### src/tfpu_pkg.sv
`timescale 1ns / 1ps
`default_nettype none

package tfpu_pkg;

	localparam int NUM_CONN_DEF   = 4096;
	localparam int VALUE_BITS_DEF = 16;

	localparam int IDX_W     = 12;
	localparam int DATA_W    = 16;
	localparam int DA_W      = 16;
	localparam int CFG_IDX_W = 3;

	localparam logic [CFG_IDX_W-1:0] REG_BASELINE     = 3'd0;
	localparam logic [CFG_IDX_W-1:0] REG_LEARN_RATE   = 3'd1;
	localparam logic [CFG_IDX_W-1:0] REG_TRACE_DECAY  = 3'd2;
	localparam logic [CFG_IDX_W-1:0] REG_TRACE_MAX    = 3'd3;
	localparam logic [CFG_IDX_W-1:0] REG_WEIGHT_MIN   = 3'd4;
	localparam logic [CFG_IDX_W-1:0] REG_WEIGHT_MAX   = 3'd5;
	localparam logic [CFG_IDX_W-1:0] REG_WEIGHT_DECAY = 3'd6;
	localparam logic [CFG_IDX_W-1:0] REG_REPLAY       = 3'd7;

	localparam logic [DATA_W-1:0] RST_BASELINE     = 16'd16384;
	localparam logic [DATA_W-1:0] RST_LEARN_RATE   = 16'd655;
	localparam logic [DATA_W-1:0] RST_TRACE_DECAY  = 16'd62259;
	localparam logic [DATA_W-1:0] RST_TRACE_MAX    = 16'd20480;
	localparam logic [DATA_W-1:0] RST_WEIGHT_MIN   = 16'd0;
	localparam logic [DATA_W-1:0] RST_WEIGHT_MAX   = 16'd12288;
	localparam logic [DATA_W-1:0] RST_WEIGHT_DECAY = 16'd66;

	localparam logic [DA_W-1:0]   DA_ONE     = 16'd32768;
	localparam logic [DATA_W-1:0] ERR_GATE   = 16'd32;
	localparam int                TRACE_GATE = 4;
	localparam int                ONE_Q12    = 4096;
	localparam int                RECIP_SH   = 24;

	typedef struct packed {
		logic [DATA_W-1:0] baseline;
		logic [DATA_W-1:0] learn_rate;
		logic [DATA_W-1:0] trace_decay;
		logic [DATA_W-1:0] trace_max;
		logic [DATA_W-1:0] weight_min;
		logic [DATA_W-1:0] weight_max;
		logic [DATA_W-1:0] weight_decay;
		logic              replay;
	} cfg_t;

	typedef struct packed {
		logic [IDX_W-1:0] idx;
		logic             is_d2;
		logic             pre;
		logic             post;
	} item_t;

endpackage

`default_nettype wire

### src/tfpu_cfg_regs.sv
`timescale 1ns / 1ps
`default_nettype none

module tfpu_cfg_regs import tfpu_pkg::*; (
	input  wire                  clk,
	input  wire                  arst_n,
	input  wire                  cfg_valid,
	input  wire  [CFG_IDX_W-1:0] cfg_index,
	input  wire  [DATA_W-1:0]    cfg_data,
	output logic                 cfg_ready,
	output cfg_t                 cfg
);

	cfg_t cfg_q;

	assign cfg_ready = 1'b1;

	always_ff @(posedge clk or negedge arst_n) begin
		if (!arst_n) begin
			cfg_q.baseline     <= RST_BASELINE;
			cfg_q.learn_rate   <= RST_LEARN_RATE;
			cfg_q.trace_decay  <= RST_TRACE_DECAY;
			cfg_q.trace_max    <= RST_TRACE_MAX;
			cfg_q.weight_min   <= RST_WEIGHT_MIN;
			cfg_q.weight_max   <= RST_WEIGHT_MAX;
			cfg_q.weight_decay <= RST_WEIGHT_DECAY;
			cfg_q.replay       <= 1'b0;
		end else if (cfg_valid && cfg_ready) begin
			unique case (cfg_index)
				REG_BASELINE:     cfg_q.baseline     <= cfg_data;
				REG_LEARN_RATE:   cfg_q.learn_rate   <= cfg_data;
				REG_TRACE_DECAY:  cfg_q.trace_decay  <= cfg_data;
				REG_TRACE_MAX:    cfg_q.trace_max    <= cfg_data;
				REG_WEIGHT_MIN:   cfg_q.weight_min   <= cfg_data;
				REG_WEIGHT_MAX:   cfg_q.weight_max   <= cfg_data;
				REG_WEIGHT_DECAY: cfg_q.weight_decay <= cfg_data;
				REG_REPLAY:       cfg_q.replay       <= cfg_data[0];
				default: begin
				end
			endcase
		end
	end

	assign cfg = cfg_q;

endmodule

`default_nettype wire

### config.mk
export PLATFORM = sky130hd
export DESIGN_NAME = tfpu_cfg_regs
export DESIGN_NICKNAME = d
export VERILOG_FILES = /design/src/tfpu_pkg.sv /design/src/tfpu_cfg_regs.sv
export SDC_FILE = /design/constraint.sdc
export NUM_CORES = 1
export LEC_CHECK = 0
export CAP_MARGIN = 20
export CORE_ASPECT_RATIO = 0.8
export CORE_MARGIN = 2
export CORE_UTILIZATION = 55
export DETAILED_ROUTE_END_ITERATION = 10
export DONT_BUFFER_PORTS = 1
export GPL_ROUTABILITY_DRIVEN = 0
export GPL_TIMING_DRIVEN = 0
export PLACE_DENSITY_LB_ADDON = 0.05
export SYNTH_ARGS = -nofsm -noshare
export SYNTH_HDL_FRONTEND = slang
export SYNTH_SLANG_ARGS = --single-unit
### constraint.sdc
create_clock -name clk -period 0.8 [get_ports clk]
set_input_delay 0.08 -clock clk [delete_from_list [all_inputs] [get_ports clk]]
set_output_delay 0.08 -clock clk [all_outputs]
set_load 0.005 [all_outputs]
==> run metrics <==
status=finished with violations; failing checks=hold timing, setup timing; Die ar.=8730 sq um; crit path DAT=1.05 ns; Vias=2295; final hold slack=-0.725 ns; Mapped Cells=250; layout net count=317; most common library cell in the layout ignoring fill and taps=dfrtp_1; Post-Place Cells=358; P per Cell Area=3130 nW/um^2; Max Freq=0.885 GHz; clock latency on the worst-skew pair=0.50 ns; # fillers=497; dpl hpwl=5900 um; CTS Root Cell=clkbuf_8; chip width=104 um; initial antenna violation count=0; clock buffer depth=2; max-slew violations=0; Tmin final=1.13 ns; largest net degree at the start of global routing=114; multi-input logic area=1710 sq um; Setup Slack @ Placement=-0.728 ns; DR vias/cell=5.52; number of diodes=0; Setup Skew=0 ns; first-pass GRT wire length=14900 um; die height=84.0 um; initial DRC count=72; CTS HTree Levels=4; total grt overflow=0; R2R cell count=1; CTS clk-pin slew, worst paths=0.06 ns; area share of the largest cell type after synthesis=51.2%; CTS Hold Bufs=20; number of I/O pins=136; Lkg Pwr=2.66 nW; Hold Fails Final Rpt=113; CTS Buf Count=17; crit path kind=reg -> out; Req. time, crit path=0.72 ns; Largest register FFs=113; vias in the first global route=2449; post-synth top area cell=dfrtp_1; CP startpoint kind=flop; Crit Path Max Fanout=2; share of cells above drive strength 1=63.0%; total track usage=23.2%; Area contributors post-synth=dfrtp_1 (51%), mux2_2 (26%), dfstp_2 (14%), mux2_4 (3.4%), buf_6 (1.3%); antenna-violating nets left=0; Yosys reg bits=113; Worst IR Drop VDD=0.00198 V; Cell Rows=29; Avg WL per Cell=23.2 um; Worst Setup End Kind=output port; Seq/Total Area, Yosys=65.0%; hold crit path type=in -> async; I/O Buffers=0; final core area utilization=73.2%; RSZ-0062 raised after global routing=yes; commonest non-fill, non-tap cells in the layout=dfrtp_1 (90), mux2_4 (76), mux2_2 (37); First-pass DRT Iterations=4; # setup viols final=117; CORE AREA=7840 sq um; number of max-cap violations=0; Final Cycle Share=141%; Post-Route WL=9670 um; Mapped Area=4400 sq um; register area=2860 sq um; number of library cell types mapped by synthesis=13; fin worst setup slack=-0.330 ns; Residual DRC=0; TNS Setup=-23.06 ns; CTS tree=built; area delta synth->final=30.5%; clk sink count=113; initial core utilization=56.1%; syn_area_per_cell=17.6 sq um; warning count from the yosys run=0; syn nets=272; Crit path depth=0; fin cells=416
==> what timing repair did <==
item	CTS	global route
resized for setup	4	24
endpoints found under the hold margin	226	113
setup buffers	6	0
pin swaps	1	1
endpoints found under the setup margin	156	159
cloned	0	0
==> power by group <==
group          total, mW  internal [mW]  switching [mW]
registers           8.29           7.19            1.10
logic               2.10           1.56           0.541
clock network       7.56           5.05            2.51
==> cell families after synthesis <==
family	Yosys count	synth area share (%)
and+or+nand+nor	8	2.39
buffers and inverters	15	2.76
DFF	113	65.0
other	1	0.0853
muxes	113	29.8
==> layer usage <==
metal | wire length (um) | track usage (%) | vias to the layer above
li1 | - | - | 983
met1 | 4410 | 31.7 | 1216
met2 | 4400 | 33.3 | 87
met3 | 768 | 10.2 | 9
met4 | 95 | 8.11 | 0
met5 | 0 | 0 | -
==> cell type report <==
cell class	instances	area share, %
timing repair buffer	26	4.45
sequential	113	49.8
clock inverter	10	2.31
buffer	15	3.14
multi-input combinational	122	29.7
clock buffer	22	8.24
tap	108	2.36
==> synthesized netlist by cell type <==
cell type  number
dfstp_2        23
conb_1          1
dfrtp_1        90
buf_8           1
buf_4           2
nand4b_2        3
mux2_2        103
mux2_4         10
buf_2           7
nand4_1         1
nor4bb_1        3
nor4b_4         1
buf_6           5
==> through the flow <==
stage / power, mW / instance area [sq um]
2_1_floorplan: 9.62 / 4630
3_3_place_gp: 10.1 / 4770
3_5_place_dp: 10.2 / 4770
4_1_cts: 18.0 / 5630
5_1_grt: 18.7 / 5740
6_report: 18.0 / 5740
==> path summary, 6_finish.rpt <==
| kind | start | end | slack [ns] |
|---|---|---|---|
| worst min register to register | cfg[23] | cfg[23] | 0.53 |
| worst max register to register | cfg[92] | cfg[92] | -0.01 |
| max in group asynchronous | arst_n | cfg[73] | 1.29 |
| worst min-delay path | arst_n | cfg[34] | -0.72 |
| min in group clk | cfg_valid | cfg[32] | 0.08 |
| worst max-delay path | cfg[79] | cfg[79] | -0.33 |
(Power assumes the default switching activity.)
