### config.mk
export PLATFORM = sky130hd
export DESIGN_NAME = tfpu_front
export DESIGN_NICKNAME = d
export VERILOG_FILES = /design/src/tfpu_pkg.sv /design/src/tfpu_front.sv
export SDC_FILE = /design/constraint.sdc
export NUM_CORES = 1
export LEC_CHECK = 0
export BUFFER_PORTS_ARGS = -buffer_cell sky130_fd_sc_hd__buf_2
export CORE_UTILIZATION = 30
export DETAILED_ROUTE_END_ITERATION = 16
export PLACE_DENSITY = 0.73
export SLEW_MARGIN = 40
export SYNTH_ARGS = -nofsm -noshare
export SYNTH_HDL_FRONTEND = slang
export SYNTH_SLANG_ARGS = --single-unit
### constraint.sdc
create_clock -name clk -period 1.8 [get_ports clk]
set_input_delay 0.09 -clock clk [delete_from_list [all_inputs] [get_ports clk]]
set_output_delay 0.09 -clock clk [all_outputs]
set_load 0.1 [all_outputs]
### src/tfpu_pkg.sv
`timescale 1ns / 1ps
`default_nettype none

package tfpu_pkg;

	localparam int NUM_CONN_DEF   = 4096;
	localparam int VALUE_BITS_DEF = 16;

	localparam int IDX_W     = 12;
	localparam int DATA_W    = 16;
	localparam int DA_W      = 16;
	localparam int CFG_IDX_W = 3;

	localparam logic [CFG_IDX_W-1:0] REG_BASELINE     = 3'd0;
	localparam logic [CFG_IDX_W-1:0] REG_LEARN_RATE   = 3'd1;
	localparam logic [CFG_IDX_W-1:0] REG_TRACE_DECAY  = 3'd2;
	localparam logic [CFG_IDX_W-1:0] REG_TRACE_MAX    = 3'd3;
	localparam logic [CFG_IDX_W-1:0] REG_WEIGHT_MIN   = 3'd4;
	localparam logic [CFG_IDX_W-1:0] REG_WEIGHT_MAX   = 3'd5;
	localparam logic [CFG_IDX_W-1:0] REG_WEIGHT_DECAY = 3'd6;
	localparam logic [CFG_IDX_W-1:0] REG_REPLAY       = 3'd7;

	localparam logic [DATA_W-1:0] RST_BASELINE     = 16'd16384;
	localparam logic [DATA_W-1:0] RST_LEARN_RATE   = 16'd655;
	localparam logic [DATA_W-1:0] RST_TRACE_DECAY  = 16'd62259;
	localparam logic [DATA_W-1:0] RST_TRACE_MAX    = 16'd20480;
	localparam logic [DATA_W-1:0] RST_WEIGHT_MIN   = 16'd0;
	localparam logic [DATA_W-1:0] RST_WEIGHT_MAX   = 16'd12288;
	localparam logic [DATA_W-1:0] RST_WEIGHT_DECAY = 16'd66;

	localparam logic [DA_W-1:0]   DA_ONE     = 16'd32768;
	localparam logic [DATA_W-1:0] ERR_GATE   = 16'd32;
	localparam int                TRACE_GATE = 4;
	localparam int                ONE_Q12    = 4096;
	localparam int                RECIP_SH   = 24;

	typedef struct packed {
		logic [DATA_W-1:0] baseline;
		logic [DATA_W-1:0] learn_rate;
		logic [DATA_W-1:0] trace_decay;
		logic [DATA_W-1:0] trace_max;
		logic [DATA_W-1:0] weight_min;
		logic [DATA_W-1:0] weight_max;
		logic [DATA_W-1:0] weight_decay;
		logic              replay;
	} cfg_t;

	typedef struct packed {
		logic [IDX_W-1:0] idx;
		logic             is_d2;
		logic             pre;
		logic             post;
	} item_t;

endpackage

`default_nettype wire

### src/tfpu_front.sv
`timescale 1ns / 1ps
`default_nettype none

module tfpu_front import tfpu_pkg::*; #(
	parameter int NUM_CONNECTIONS = NUM_CONN_DEF,
	localparam int SLOT_W = $clog2(NUM_CONNECTIONS)
) (
	input  wire               clk,
	input  wire               arst_n,
	input  wire               accept,
	input  wire               hold,
	input  wire  [IDX_W-1:0]  conn_index,
	input  wire               is_d2,
	input  wire               pre_active,
	input  wire               post_fired,
	input  wire  [DA_W-1:0]   dopamine_level,
	input  wire  cfg_t        cfg,
	output logic              valid_s1,
	output item_t             item_s1,
	output logic [DATA_W-1:0] aerr_s1,
	output logic              neg_s1,
	output logic [SLOT_W-1:0] slot
);

	localparam longint RECIP  = (longint'(1) <<< RECIP_SH) / NUM_CONNECTIONS;
	localparam int     PROD_W = IDX_W + RECIP_SH;
	localparam int     NC_W   = $clog2(NUM_CONNECTIONS + 1);
	localparam int     REM_W  = IDX_W + NC_W;
	localparam int     ERR_W  = DATA_W + 2;

	logic [DA_W-1:0]          da_sat;
	logic signed [ERR_W-1:0]  err;
	logic [ERR_W-1:0]         err_mag;
	logic [PROD_W-1:0]        q_prod;
	logic [IDX_W-1:0]         q_s1;
	logic [REM_W-1:0]         rem_raw;
	logic [REM_W-1:0]         rem_adj;

	// dopamine error
	assign da_sat  = (dopamine_level > DA_ONE) ? DA_ONE : dopamine_level;
	assign err     = $signed({2'b00, da_sat}) - $signed({2'b00, cfg.baseline});
	assign err_mag = err[ERR_W-1] ? $unsigned(-err) : $unsigned(err);

	// quotient estimate by reciprocal, never above the true quotient
	assign q_prod = PROD_W'(conn_index) * PROD_W'(RECIP);

	always_ff @(posedge clk or negedge arst_n) begin
		if (!arst_n) begin
			valid_s1 <= 1'b0;
		end else if (!hold) begin
			valid_s1 <= accept;
		end
	end

	always_ff @(posedge clk) begin
		if (accept) begin
			item_s1.idx   <= conn_index;
			item_s1.is_d2 <= is_d2;
			item_s1.pre   <= pre_active;
			item_s1.post  <= post_fired;
			q_s1          <= q_prod[PROD_W-1:RECIP_SH];
			aerr_s1       <= err_mag[DATA_W-1:0];
			neg_s1        <= err[ERR_W-1];
		end
	end

	// remainder with one correction step
	assign rem_raw = REM_W'(item_s1.idx) - REM_W'(q_s1) * REM_W'(NUM_CONNECTIONS);
	assign rem_adj = (rem_raw >= REM_W'(NUM_CONNECTIONS)) ?
		rem_raw - REM_W'(NUM_CONNECTIONS) : rem_raw;
	assign slot    = rem_adj[SLOT_W-1:0];

endmodule

`default_nettype wire

==> results.sh <==
export IMPL_status="finished, violations left"
export IMPL_failed_checks="setup timing"
export IMPL_rsz0062_at_grt="yes"
export IMPL_wl_per_cell_um=12.44
export IMPL_area_growth_pct=67.70
export IMPL_cap_violations=0
export IMPL_ys_warn_count=0
export IMPL_worstPathArrival_ps=2900
export IMPL_avgViaCountPerCell=4.536
export IMPL_synthArstFlopShare=0.03030
export IMPL_power_density_nw_per_um2=881.4
export IMPL_max_freq_mhz=347.9
export IMPL_drt_total_wl_um=6409
export IMPL_grt_usage=0.1477
export IMPL_fin_ws_ps=-1074
export IMPL_first_iter_violations=44
export IMPL_cp_data_required_time_ps=1820
export IMPL_dpl_cell_area_um2=3558
export IMPL_grt_antenna_before_repair=0
export IMPL_cts_root_buf="clkbuf_8"
export IMPL_ys_ff_latch=33
export IMPL_place_ws_ps=-1351
export IMPL_synth_net_count=404
export IMPL_h_tree_depth=2
export IMPL_hpwl_um=4945
export IMPL_avgSynthCellArea_um2=10.53
export IMPL_cts_tree="built"
export IMPL_portBuffers=95
export IMPL_grt_pass1_vias=2310
export IMPL_worst_clock_skew_ps=0
export IMPL_grt_pass1_wl_um=10130
export IMPL_grt_start_max_net_pins=34
export IMPL_synth_area_um2=2506
export IMPL_crit_path_end_kind="flip-flop"
export IMPL_hold_slack_ps=64.53
export IMPL_timing_final_crit_share=1.597
export IMPL_vias=2336
export IMPL_cts_buffers=5
export IMPL_drive_above_1_share=0.5642
export IMPL_die_y_um=93.40
export IMPL_finalSetupViolCount=16
export IMPL_overflow=0
export IMPL_power_leakage_uw=0.001894
export IMPL_slew_headroom=0.5290
export IMPL_die_width_um=93.40
export IMPL_slew_violations=0
export IMPL_min_period_ps=2874
export IMPL_worst_pin_slew_ps=706.5
export IMPL_synth_distinct_cells=50
export IMPL_final_nets=578
export IMPL_clockBufferDepth=2
export IMPL_hold_class="input pin to flip-flop"
export IMPL_core_um2=7888
export IMPL_critPathKind="input pin to flip-flop"
export IMPL_gp_congestion=0.7888
export IMPL_ys_flop_type="edfxtp_1"
export IMPL_start_util=0.3177
export IMPL_final_area_um2=4203
export IMPL_dr_pass1_iters=4
export IMPL_clk_pin_slew_ps=60
export IMPL_critPathMaxFanout=3
export IMPL_ir_drop_mv=0.4076
export IMPL_n_antenna_cell=0
export IMPL_worstSkewPairLatency_ps=270
export IMPL_synth_edff_count=32
export IMPL_final_cells=515
export IMPL_ios=193
export IMPL_clock_sinks=33
export IMPL_row_count=32
export IMPL_drc=0
export IMPL_start_kind="input pin"
export IMPL_dp_cells=481
export IMPL_synth_seq_area_share=0.3934
export IMPL_ant_nets=0
export IMPL_hold_violations=0
export IMPL_die_area_um2=8724
export IMPL_postSynthCellCount=238
[cell usage after synthesis, types with 2 or more instances]
| master | n | area, µm² |
|---|---|---|
| nor2b_1 | 15 | 93.84 |
| buf_4 | 13 | 97.59 |
| ha_1 | 17 | 212.7 |
| o221ai_1 | 2 | 17.52 |
| o21a_1 | 3 | 22.52 |
| a31oi_1 | 4 | 25.02 |
| a21o_1 | 6 | 45.04 |
| nor2_1 | 9 | 33.78 |
| buf_6 | 5 | 56.30 |
| edfxtp_1 | 32 | 960.9 |
| inv_1 | 25 | 93.84 |
| nand2b_1 | 3 | 18.77 |
| nand2_1 | 10 | 37.54 |
| o21ai_1 | 3 | 15.01 |
| a21oi_2 | 4 | 35.03 |
| xor2_1 | 6 | 52.55 |
| o21ai_0 | 6 | 30.03 |
| a21oi_1 | 13 | 65.06 |
| nor4_1 | 3 | 18.77 |
| nand3_1 | 4 | 20.02 |
| and2_1 | 2 | 12.51 |
| nor3_1 | 3 | 15.01 |
| a41oi_1 | 3 | 26.28 |
| xnor2_1 | 21 | 183.9 |
[state kept, by name, indices dropped and copies added, names as in the netlist]
name / flops
neg_s1: 1
aerr_s1: 16
item_s1: 15
valid_s1: 1
[placed cells by master, fill, tap and decap left out, drive strengths merged, types with 5 or more instances in the layout]
| master | instances |
|---|---|
| nand2 | 11 |
| a31oi | 5 |
| o21ai | 10 |
| a21oi | 17 |
| xnor2 | 21 |
| nand3 | 5 |
| clkbuf | 6 |
| inv | 26 |
| edfxtp | 32 |
| xor2 | 6 |
| nor2b | 15 |
| a21o | 6 |
| nor2 | 9 |
| ha | 17 |
| dlygate4sd3 | 16 |
| buf | 169 |
[layout make-up]
class                      count  area (µm²)
clock buffer                   6       72.57
clock inverter                 2       10.01
sequential                    33       985.9
inverter                      26       100.1
tap                          102       127.6
fill                         717        3685
timing repair buffer         185        1311
multi-input combinational    161        1595
[kinds of logic after synthesis]
logic type                 synth area share
AOI/OAI and AO/OA                    0.1777
DFF                                  0.3934
muxes                              0.008487
xor gates and xnor gates            0.09436
adders and majority gates           0.09286
buffers and inverters                0.1003
and+or+nand+nor                      0.1328
[worst max-delay path, stage by stage]
cell and delay [ps]:
buf_8 80, nor3_4 40, a41oi_2 210, nand2b_4 170, ha_4 120, inv_2 30
fa_2 330, a21o_1 190, a221o_2 390, a21oi_2 170, mux2i_2 290, a2bb2oi_4 120
nor4_4 350, a41oi_2 160, xnor2_1 160
[timing repair]
item | 4_1_cts | 5_1_grt
hold buffers | 16 | 0
resized for setup | 32 | 35
pin swaps | 19 | 14
hold endpoints to repair | 16 | 0
setup endpoints to repair | 16 | 16
buffers inserted | 4 | 6
[per-layer routing]
| layer | vias up | GRT usage | wire [µm] |
|---|---|---|---|
| met5 | - | 0 | 0 |
| met4 | 0 | 0.05000 | 46 |
| li1 | 1184 | - | - |
| met1 | 1047 | 0.1688 | 2751 |
| met2 | 101 | 0.2806 | 3216 |
| met3 | 4 | 0.01789 | 394 |
[power by group]
part           internal (µW)  switching [µW]  leakage [µW]
sequential               988            26.8      0.000325
clock                    267             242     0.0000450
combinational            677            1500       0.00152
[through the flow]
stage	TNS (ps)	total power (µW)	utilization
floorplan	-15370	2554	-
global placement	-18550	2994	0.4511
detailed placement	-20200	3027	0.4511
CTS	-13370	3647	0.5065
global route	-16660	3884	0.5328
finish	-14870	3704	0.5328
[worst paths after layout]
kind,start,to,slack [ps],cells after the start
min reg2reg,valid_s1$_DFFE_PN0N_,valid_s1$_DFFE_PN0N_,500,1
min,hold,valid_s1$_DFFE_PN0N_,60,2
max reg2reg,valid_s1$_DFFE_PN0N_,valid_s1$_DFFE_PN0N_,1060,1
max in group asynchronous,arst_n,valid_s1$_DFFE_PN0N_,1600,2
max,dopamine_level[2],aerr_s1[15]$_DFFE_PP_,-1070,15
min in group asynchronous,arst_n,valid_s1$_DFFE_PN0N_,120,2
No activity file was read; power rests on OpenSTA's default activity.
