**src/tfpu_pkg.sv**
```systemverilog
`timescale 1ns / 1ps
`default_nettype none

package tfpu_pkg;

	localparam int NUM_CONN_DEF   = 4096;
	localparam int VALUE_BITS_DEF = 16;

	localparam int IDX_W     = 12;
	localparam int DATA_W    = 16;
	localparam int DA_W      = 16;
	localparam int CFG_IDX_W = 3;

	localparam logic [CFG_IDX_W-1:0] REG_BASELINE     = 3'd0;
	localparam logic [CFG_IDX_W-1:0] REG_LEARN_RATE   = 3'd1;
	localparam logic [CFG_IDX_W-1:0] REG_TRACE_DECAY  = 3'd2;
	localparam logic [CFG_IDX_W-1:0] REG_TRACE_MAX    = 3'd3;
	localparam logic [CFG_IDX_W-1:0] REG_WEIGHT_MIN   = 3'd4;
	localparam logic [CFG_IDX_W-1:0] REG_WEIGHT_MAX   = 3'd5;
	localparam logic [CFG_IDX_W-1:0] REG_WEIGHT_DECAY = 3'd6;
	localparam logic [CFG_IDX_W-1:0] REG_REPLAY       = 3'd7;

	localparam logic [DATA_W-1:0] RST_BASELINE     = 16'd16384;
	localparam logic [DATA_W-1:0] RST_LEARN_RATE   = 16'd655;
	localparam logic [DATA_W-1:0] RST_TRACE_DECAY  = 16'd62259;
	localparam logic [DATA_W-1:0] RST_TRACE_MAX    = 16'd20480;
	localparam logic [DATA_W-1:0] RST_WEIGHT_MIN   = 16'd0;
	localparam logic [DATA_W-1:0] RST_WEIGHT_MAX   = 16'd12288;
	localparam logic [DATA_W-1:0] RST_WEIGHT_DECAY = 16'd66;

	localparam logic [DA_W-1:0]   DA_ONE     = 16'd32768;
	localparam logic [DATA_W-1:0] ERR_GATE   = 16'd32;
	localparam int                TRACE_GATE = 4;
	localparam int                ONE_Q12    = 4096;
	localparam int                RECIP_SH   = 24;

	typedef struct packed {
		logic [DATA_W-1:0] baseline;
		logic [DATA_W-1:0] learn_rate;
		logic [DATA_W-1:0] trace_decay;
		logic [DATA_W-1:0] trace_max;
		logic [DATA_W-1:0] weight_min;
		logic [DATA_W-1:0] weight_max;
		logic [DATA_W-1:0] weight_decay;
		logic              replay;
	} cfg_t;

	typedef struct packed {
		logic [IDX_W-1:0] idx;
		logic             is_d2;
		logic             pre;
		logic             post;
	} item_t;

endpackage

`default_nettype wire

```
**src/tfpu_update_pipe.sv**
```systemverilog
`timescale 1ns / 1ps
`default_nettype none

module tfpu_update_pipe import tfpu_pkg::*; #(
	parameter int NUM_CONNECTIONS = NUM_CONN_DEF,
	parameter int VALUE_BITS = VALUE_BITS_DEF,
	localparam int SLOT_W = $clog2(NUM_CONNECTIONS)
) (
	input  wire                   clk,
	input  wire                   arst_n,
	input  wire  cfg_t            cfg,
	input  wire                   in_valid,
	input  wire  item_t           in_item,
	input  wire  [DATA_W-1:0]     in_aerr,
	input  wire                   in_neg,
	input  wire  [SLOT_W-1:0]     in_slot,
	output logic                  hit,
	input  wire  [VALUE_BITS-1:0] rd_weight,
	input  wire  [VALUE_BITS-1:0] rd_trace,
	output logic                  wr_en,
	output logic [SLOT_W-1:0]     wr_addr,
	output logic [VALUE_BITS-1:0] wr_weight,
	output logic [VALUE_BITS-1:0] wr_trace,
	output logic                  done,
	output logic [IDX_W-1:0]      conn_echo,
	output logic [DATA_W-1:0]     new_weight,
	output logic [DATA_W-1:0]     new_trace
);

	localparam int VW     = VALUE_BITS;
	localparam int XW     = (VW > DATA_W) ? VW : DATA_W;
	localparam int SW     = XW + 3;
	localparam int P1_W   = 2 * DATA_W;
	localparam int PW     = P1_W + VW;
	localparam int MAG_SH = 31;
	localparam int TD_W   = VW + DATA_W;
	localparam int RW     = XW + DATA_W;
	localparam logic [VW-1:0] VMAX    = {VW{1'b1}};
	localparam logic [PW:0]   MAG_RND = (PW+1)'(1) << (MAG_SH - 1);
	localparam logic [RW:0]   DEC_RND = (RW+1)'(1) << (DATA_W - 1);
	localparam logic [XW-1:0] ONE_X   = XW'(ONE_Q12);

	// stage 2: memory data arrives
	logic              v_s2;
	item_t             item_s2;
	logic [SLOT_W-1:0] slot_s2;
	logic              neg_s2;
	logic              gate_e_s2;
	logic [P1_W-1:0]   p1_s2;

	// stage 3
	logic              v_s3;
	logic [IDX_W-1:0]  idx_s3;
	logic [SLOT_W-1:0] slot_s3;
	logic              sub_s3;
	logic              gate_s3;
	logic [P1_W-1:0]   p1_s3;
	logic [VW-1:0]     tr1_s3;
	logic [VW-1:0]     w_s3;

	// stage 4
	logic              v_s4;
	logic [IDX_W-1:0]  idx_s4;
	logic [SLOT_W-1:0] slot_s4;
	logic              sub_s4;
	logic              gate_s4;
	logic [PW-1:0]     prod_s4;
	logic [VW-1:0]     trd_s4;
	logic [VW-1:0]     w_s4;

	// stage 5
	logic              v_s5;
	logic [IDX_W-1:0]  idx_s5;
	logic [SLOT_W-1:0] slot_s5;
	logic [XW-1:0]     w2_s5;
	logic [VW-1:0]     trd_s5;

	// stage 6
	logic              v_s6;
	logic [IDX_W-1:0]  idx_s6;
	logic [SLOT_W-1:0] slot_s6;
	logic [XW-1:0]     w2_s6;
	logic [VW-1:0]     trd_s6;
	logic              dneg_s6;
	logic [RW-1:0]     raw_s6;

	// result beat
	logic              done_q;
	logic [IDX_W-1:0]  conn_echo_q;
	logic [DATA_W-1:0] new_weight_q;
	logic [DATA_W-1:0] new_trace_q;

	logic [XW:0]       rise_t;
	logic [XW:0]       rise_min;
	logic [VW-1:0]     tr_rise;
	logic [VW-1:0]     tr1;
	logic [PW-1:0]     prod;
	logic [TD_W-1:0]   trd_full;
	logic [PW:0]       mag_rnd;
	logic [VW+1:0]     mag;
	logic signed [SW-1:0] w_ext;
	logic signed [SW-1:0] m_ext;
	logic signed [SW-1:0] w_mv;
	logic signed [SW-1:0] w_lo;
	logic signed [SW-1:0] w_hi;
	logic signed [SW-1:0] w_clamp;
	logic [XW-1:0]     w2;
	logic              dneg;
	logic [XW-1:0]     ad;
	logic [RW-1:0]     raw;
	logic [RW:0]       step_rnd;
	logic [XW-1:0]     step;
	logic [XW-1:0]     w4;
	logic [VW-1:0]     w_fin;
	logic [XW-1:0]     w_fin_x;
	logic [XW-1:0]     trd_x;

	// slot still waiting for its write-back
	assign hit = (v_s2 && (slot_s2 == in_slot)) || (v_s3 && (slot_s3 == in_slot)) ||
		(v_s4 && (slot_s4 == in_slot)) || (v_s5 && (slot_s5 == in_slot)) ||
		(v_s6 && (slot_s6 == in_slot));

	// eligibility rise
	assign rise_t   = (XW+1)'(rd_trace) + (XW+1)'(ONE_Q12);
	assign rise_min = (rise_t > (XW+1)'(cfg.trace_max)) ? (XW+1)'(cfg.trace_max) : rise_t;
	assign tr_rise  = (rise_min > (XW+1)'(VMAX)) ? VMAX : rise_min[VW-1:0];
	assign tr1      = (item_s2.pre && item_s2.post) ? tr_rise : rd_trace;

	// learning product and trace decay
	assign prod     = PW'(p1_s3) * PW'(tr1_s3);
	assign trd_full = TD_W'(tr1_s3) * TD_W'(cfg.trace_decay);

	// weight step and clamp
	assign mag_rnd = (PW+1)'(prod_s4) + MAG_RND;
	assign mag     = mag_rnd[PW:MAG_SH];
	assign w_ext   = $signed(SW'(w_s4));
	assign m_ext   = $signed(SW'(mag));
	assign w_mv    = sub_s4 ? (w_ext - m_ext) : (w_ext + m_ext);
	assign w_lo    = $signed(SW'(cfg.weight_min));
	assign w_hi    = $signed(SW'(cfg.weight_max));

	always_comb begin
		if (w_mv < w_lo) begin
			w_clamp = w_lo;
		end else if (w_mv > w_hi) begin
			w_clamp = w_hi;
		end else begin
			w_clamp = w_mv;
		end
	end

	assign w2 = gate_s4 ? w_clamp[XW-1:0] : XW'(w_s4);

	// homeostatic pull toward one
	assign dneg = w2_s5 > ONE_X;
	assign ad   = dneg ? (w2_s5 - ONE_X) : (ONE_X - w2_s5);
	assign raw  = RW'(ad) * RW'(cfg.weight_decay);

	assign step_rnd = (RW+1)'(raw_s6) + DEC_RND;
	assign step     = step_rnd[RW-1:DATA_W];
	assign w4       = cfg.replay ? w2_s6 : (dneg_s6 ? (w2_s6 - step) : (w2_s6 + step));
	assign w_fin    = (w4 > XW'(VMAX)) ? VMAX : w4[VW-1:0];
	assign w_fin_x  = XW'(w_fin);
	assign trd_x    = XW'(trd_s6);

	always_ff @(posedge clk or negedge arst_n) begin
		if (!arst_n) begin
			v_s2   <= 1'b0;
			v_s3   <= 1'b0;
			v_s4   <= 1'b0;
			v_s5   <= 1'b0;
			v_s6   <= 1'b0;
			done_q <= 1'b0;
		end else begin
			v_s2   <= in_valid;
			v_s3   <= v_s2;
			v_s4   <= v_s3;
			v_s5   <= v_s4;
			v_s6   <= v_s5;
			done_q <= v_s6;
		end
	end

	always_ff @(posedge clk) begin
		item_s2   <= in_item;
		slot_s2   <= in_slot;
		neg_s2    <= in_neg;
		gate_e_s2 <= in_aerr > ERR_GATE;
		p1_s2     <= P1_W'(in_aerr) * P1_W'(cfg.learn_rate);

		idx_s3  <= item_s2.idx;
		slot_s3 <= slot_s2;
		sub_s3  <= neg_s2 ^ item_s2.is_d2;
		gate_s3 <= gate_e_s2 && (tr1 > VW'(TRACE_GATE));
		p1_s3   <= p1_s2;
		tr1_s3  <= tr1;
		w_s3    <= rd_weight;

		idx_s4  <= idx_s3;
		slot_s4 <= slot_s3;
		sub_s4  <= sub_s3;
		gate_s4 <= gate_s3;
		prod_s4 <= prod;
		trd_s4  <= trd_full[TD_W-1:DATA_W];
		w_s4    <= w_s3;

		idx_s5  <= idx_s4;
		slot_s5 <= slot_s4;
		w2_s5   <= w2;
		trd_s5  <= trd_s4;

		idx_s6  <= idx_s5;
		slot_s6 <= slot_s5;
		w2_s6   <= w2_s5;
		trd_s6  <= trd_s5;
		dneg_s6 <= dneg;
		raw_s6  <= raw;

		conn_echo_q  <= idx_s6;
		new_weight_q <= w_fin_x[DATA_W-1:0];
		new_trace_q  <= trd_x[DATA_W-1:0];
	end

	assign wr_en     = v_s6;
	assign wr_addr   = slot_s6;
	assign wr_weight = w_fin;
	assign wr_trace  = trd_s6;

	assign done       = done_q;
	assign conn_echo  = conn_echo_q;
	assign new_weight = new_weight_q;
	assign new_trace  = new_trace_q;

endmodule

`default_nettype wire

```
**config.mk**
```make
export PLATFORM = sky130hd
export DESIGN_NAME = tfpu_update_pipe
export DESIGN_NICKNAME = d
export VERILOG_FILES = /design/src/tfpu_pkg.sv /design/src/tfpu_update_pipe.sv
export SDC_FILE = /design/constraint.sdc
export NUM_CORES = 2
export LEC_CHECK = 0
export ABC_CLOCK_PERIOD_IN_PS = 14400
export BUFFER_PORTS_ARGS = -buffer_cell sky130_fd_sc_hd__buf_2
export CORE_MARGIN = 2
export CORE_UTILIZATION = 46
export DETAILED_ROUTE_END_ITERATION = 8
export PLACE_DENSITY = 0.75
export SETUP_SLACK_MARGIN = 0.4
export SLEW_MARGIN = 20
export SYNTH_ARGS = -nofsm -noshare
export SYNTH_HDL_FRONTEND = slang
export SYNTH_SLANG_ARGS = --single-unit
```
**constraint.sdc**
```tcl
create_clock -name clk -period 14.4 [get_ports clk]
set_clock_uncertainty 0.2 [all_clocks]
set_input_delay 2.88 -clock clk [delete_from_list [all_inputs] [get_ports clk]]
set_output_delay 2.88 -clock clk [all_outputs]
set_load 0.02 [all_outputs]
```
==> out/metrics.csv <==
stage,metric,value,unit
global_routing,grt_pass1_vias,41800,
floorplan,die_h,347,microns
critical_path,cp-start-kind,flop,
drt,wl_per_cell,16.5,microns
global_routing,grt_max_degree,49,
cells_and_area,layout.cells.most_common,inv_1,
drt,highest_layer,met4,
floorplan,fp.dieW,347,microns
critical_path,cp-endpoint,raw_s6[27],
logic_synthesis,synth_warnings,0,
clock_network,clockRootBuffer,clkbuf_16,
critical_path,worstPathMaxFanout,19,
logic_synthesis,seq_area_frac_synth,0.151,
flow_run,maxCapViolations,0,
timing,slew_headroom,0.215,
timing,min_period,9.48,ns
place,place_hpwl,94.0,mm
logic_synthesis,syn-num-nets,7543,
critical_path,required,14.74,ns
drt,drc,0,
clock_network,htreeDepth,2,
floorplan,start_util,0.464,
critical_path,worstReg2RegEnd,raw_s6[27],
clock_network,hold_buffers,0,
global_routing,grt-ovfl-total,0,
timing,rsz0062_at_grt,false,
critical_path,max_stage_delay,0.88,ns
drt,wl_met2,61.9,mm
clock_network,path_clk_slew,0.06,ns
critical_path,crit_start,w2_s5[0],
drt,viasPerCell,5.23,
drt,drt_iter0_markers,2583,
floorplan,ios,283,
min_path,hp-class,reg2reg,
clock_network,cts_inserted_buffers,43,
cells_and_area,final_cell_mix,"inv_1, fa_1, nand2_1",
global_routing,track_usage,0.211,
drt,routed-via-count,39200,
drt,drt_pass1_iterations,7,
timing,tightest_slew,1.17,ns
critical_path,crit_path_end_kind,flop,
logic_synthesis,synth_cells,5842,
critical_path,rr_worst_depth,33,
clock_network,clkSinkCount,407,
clock_network,clock_latency,0.63,ns
timing,setup_viol_count_final,0,
clock_network,post-cts-setup-buffers,0,
logic_synthesis,synth-seq-cells,407,
critical_path,critPathArrivalTime,9.83,ns
cells_and_area,layout-drive-gt1-share,0.0704,
timing,slew_violations,0,
outcome,status,completed,
floorplan,coreArea,116000,sq um
clock_network,cts_resized,0,
critical_path,crit_slowest_cell,xor2_2,
critical_path,cpMostUsedCell,inv_1,
clock_network,clockBufferDepth,3,
critical_path,critPathKind,reg2reg,
place,place_area,56600,sq um
drt,wl_met1,48.8,mm
timing,clock.fmax,105,MHz
place,port-buffer-count,266,
logic_synthesis,synthArstFlopShare,0.0147,
drt,antenna_left,0,
clock_network,cts_tree,built,
global_routing,grt_pass1_wl,208,mm
logic_synthesis,syn_area,54000,sq um
drt,wl_met3,8.57,mm
cells_and_area,syn2layout_area_growth,7.54,%
logic_synthesis,yosysUniqueCellTypes,84,
cells_and_area,nets,7647,
logic_synthesis,synth_edf_count,0,
place,place_congestion,0.897,
timing,finalCritPeriodShare,0.659,
global_routing,antenna_found_initial,0,
critical_path,timing.reg2reg.setup_slack,4.92,ns
drt,drt-total-wl,124,mm
logic_synthesis,avgSynthCellArea,9.25,sq um
floorplan,die_area,120000,sq um
cells_and_area,final_cell_area,58100,sq um
critical_path,crit-reg2reg-launch,w2_s5[0],
timing,finalSetupTns,0,ns
timing,finalHoldViolCount,0,
logic_synthesis,ys.flop_type,dfxtp_1,
floorplan,num_rows,125,
cell usage after synthesis, types with 7 or more instances:
cell type | instances | area [sq um]
inv_1 | 1183 | 4440
fa_1 | 999 | 20000
nand2_1 | 919 | 3450
ha_1 | 510 | 6380
and2_1 | 475 | 2970
dfxtp_1 | 401 | 8030
clkbuf_1 | 223 | 837
xnor2_1 | 147 | 1290
a21oi_1 | 106 | 531
o21ai_0 | 104 | 521
nor2_1 | 103 | 387
xor2_1 | 90 | 788
a21o_1 | 57 | 428
nand3_1 | 47 | 235
nor3_1 | 42 | 210
nand4_1 | 35 | 219
nand2b_1 | 30 | 188
and3_1 | 28 | 175
nor4_1 | 23 | 144
mux2i_1 | 22 | 220
o21a_1 | 22 | 165
nor2b_1 | 20 | 125
o21bai_1 | 16 | 120
a31oi_1 | 15 | 93.8
a211oi_1 | 14 | 105
o31ai_1 | 13 | 97.6
or3_1 | 13 | 81.3
o211ai_1 | 12 | 90.1
a41oi_1 | 11 | 96.3
and4_1 | 10 | 87.6
o221ai_2 | 9 | 135
nand3b_1 | 8 | 60.1
or2_2 | 8 | 50.1
o221ai_1 | 7 | 61.3
metrics by stage:
stage | setup WS, ns | hold WS (ns) | util | instances
6_report | 4.92 | 0.0992 | 0.499 | 7501
5_1_grt | 4.42 | 0.120 | 0.499 | 7500
4_1_cts | 4.99 | 0.0994 | 0.499 | 7500
3_5_place_dp | 5.03 | 0.112 | 0.486 | 7425
3_3_place_gp | 5.11 | 0.110 | 0.486 | 7425
2_1_floorplan | 5.60 | 0.110 | - | 5842
routing by layer:
metal  vias to the layer above  global-route usage
li1                      18000                   -
met1                     19600               0.266
met2                      1365               0.371
met3                       283              0.0288
met4                         0              0.0758
met5                         -                   0
flip-flops by register name, indices dropped and copies added (netlist names), 17 cells and up:
signal	cells
p1_s2	32
p1_s3	32
prod_s4	18
raw_s6	17
worst max-delay path: cells and delay by family, from the launching register on:
family | cells | cell delay [ns]
adders and majority gates | 8 | 3.26
AOI/OAI and AO/OA | 10 | 2.26
and+or+nand+nor | 5 | 1.50
xor gates and xnor gates | 2 | 1.04
buffers and inverters | 8 | 0.85
DFF | 1 | 0.29
kinds of logic (layout without fill, tap and decap cells):
kind of cell	count (synthesis)	after routing	synth area share
flip-flops	407	407	0.151
buffers and inverters	1421	1555	0.0997
XOR/XNOR	237	237	0.0384
AND/OR/NAND/NOR	1785	1785	0.160
other	0	1	0
AO/OA/AOI/OAI	459	459	0.0578
multiplexers	24	24	0.00449
adder cells (fa/ha/maj)	1509	1509	0.488
cell type report:
cell class / count / area [sq um]
fillers: 10600 / 58300
multi-input cells: 4014 / 40500
flip-flops and latches: 407 / 8190
inverters: 1183 / 4440
well taps: 1524 / 1910
repair buffers: 297 / 1560
clock buffers: 56 / 1190
clock inverters: 19 / 294
diodes: 1 / 2.50
worst min-delay path by stage:
stage                 from           end  slack (ns)  depth (start not counted)
2_1_floorplan    idx_s6[0]  conn_echo[0]        0.11                          0
3_3_place_gp   item_s2[13]    idx_s3[10]        0.11                          0
3_5_place_dp     idx_s6[3]  conn_echo[3]        0.11                          0
4_1_cts          idx_s6[3]  conn_echo[3]         0.1                          0
5_1_grt          idx_s6[3]  conn_echo[3]        0.12                          0
6_report         idx_s6[3]  conn_echo[3]         0.1                          0
Power is left out: the tool's default activity adds up to more than one toggle a clock period on the data nets, which glitch-free logic cannot reach.
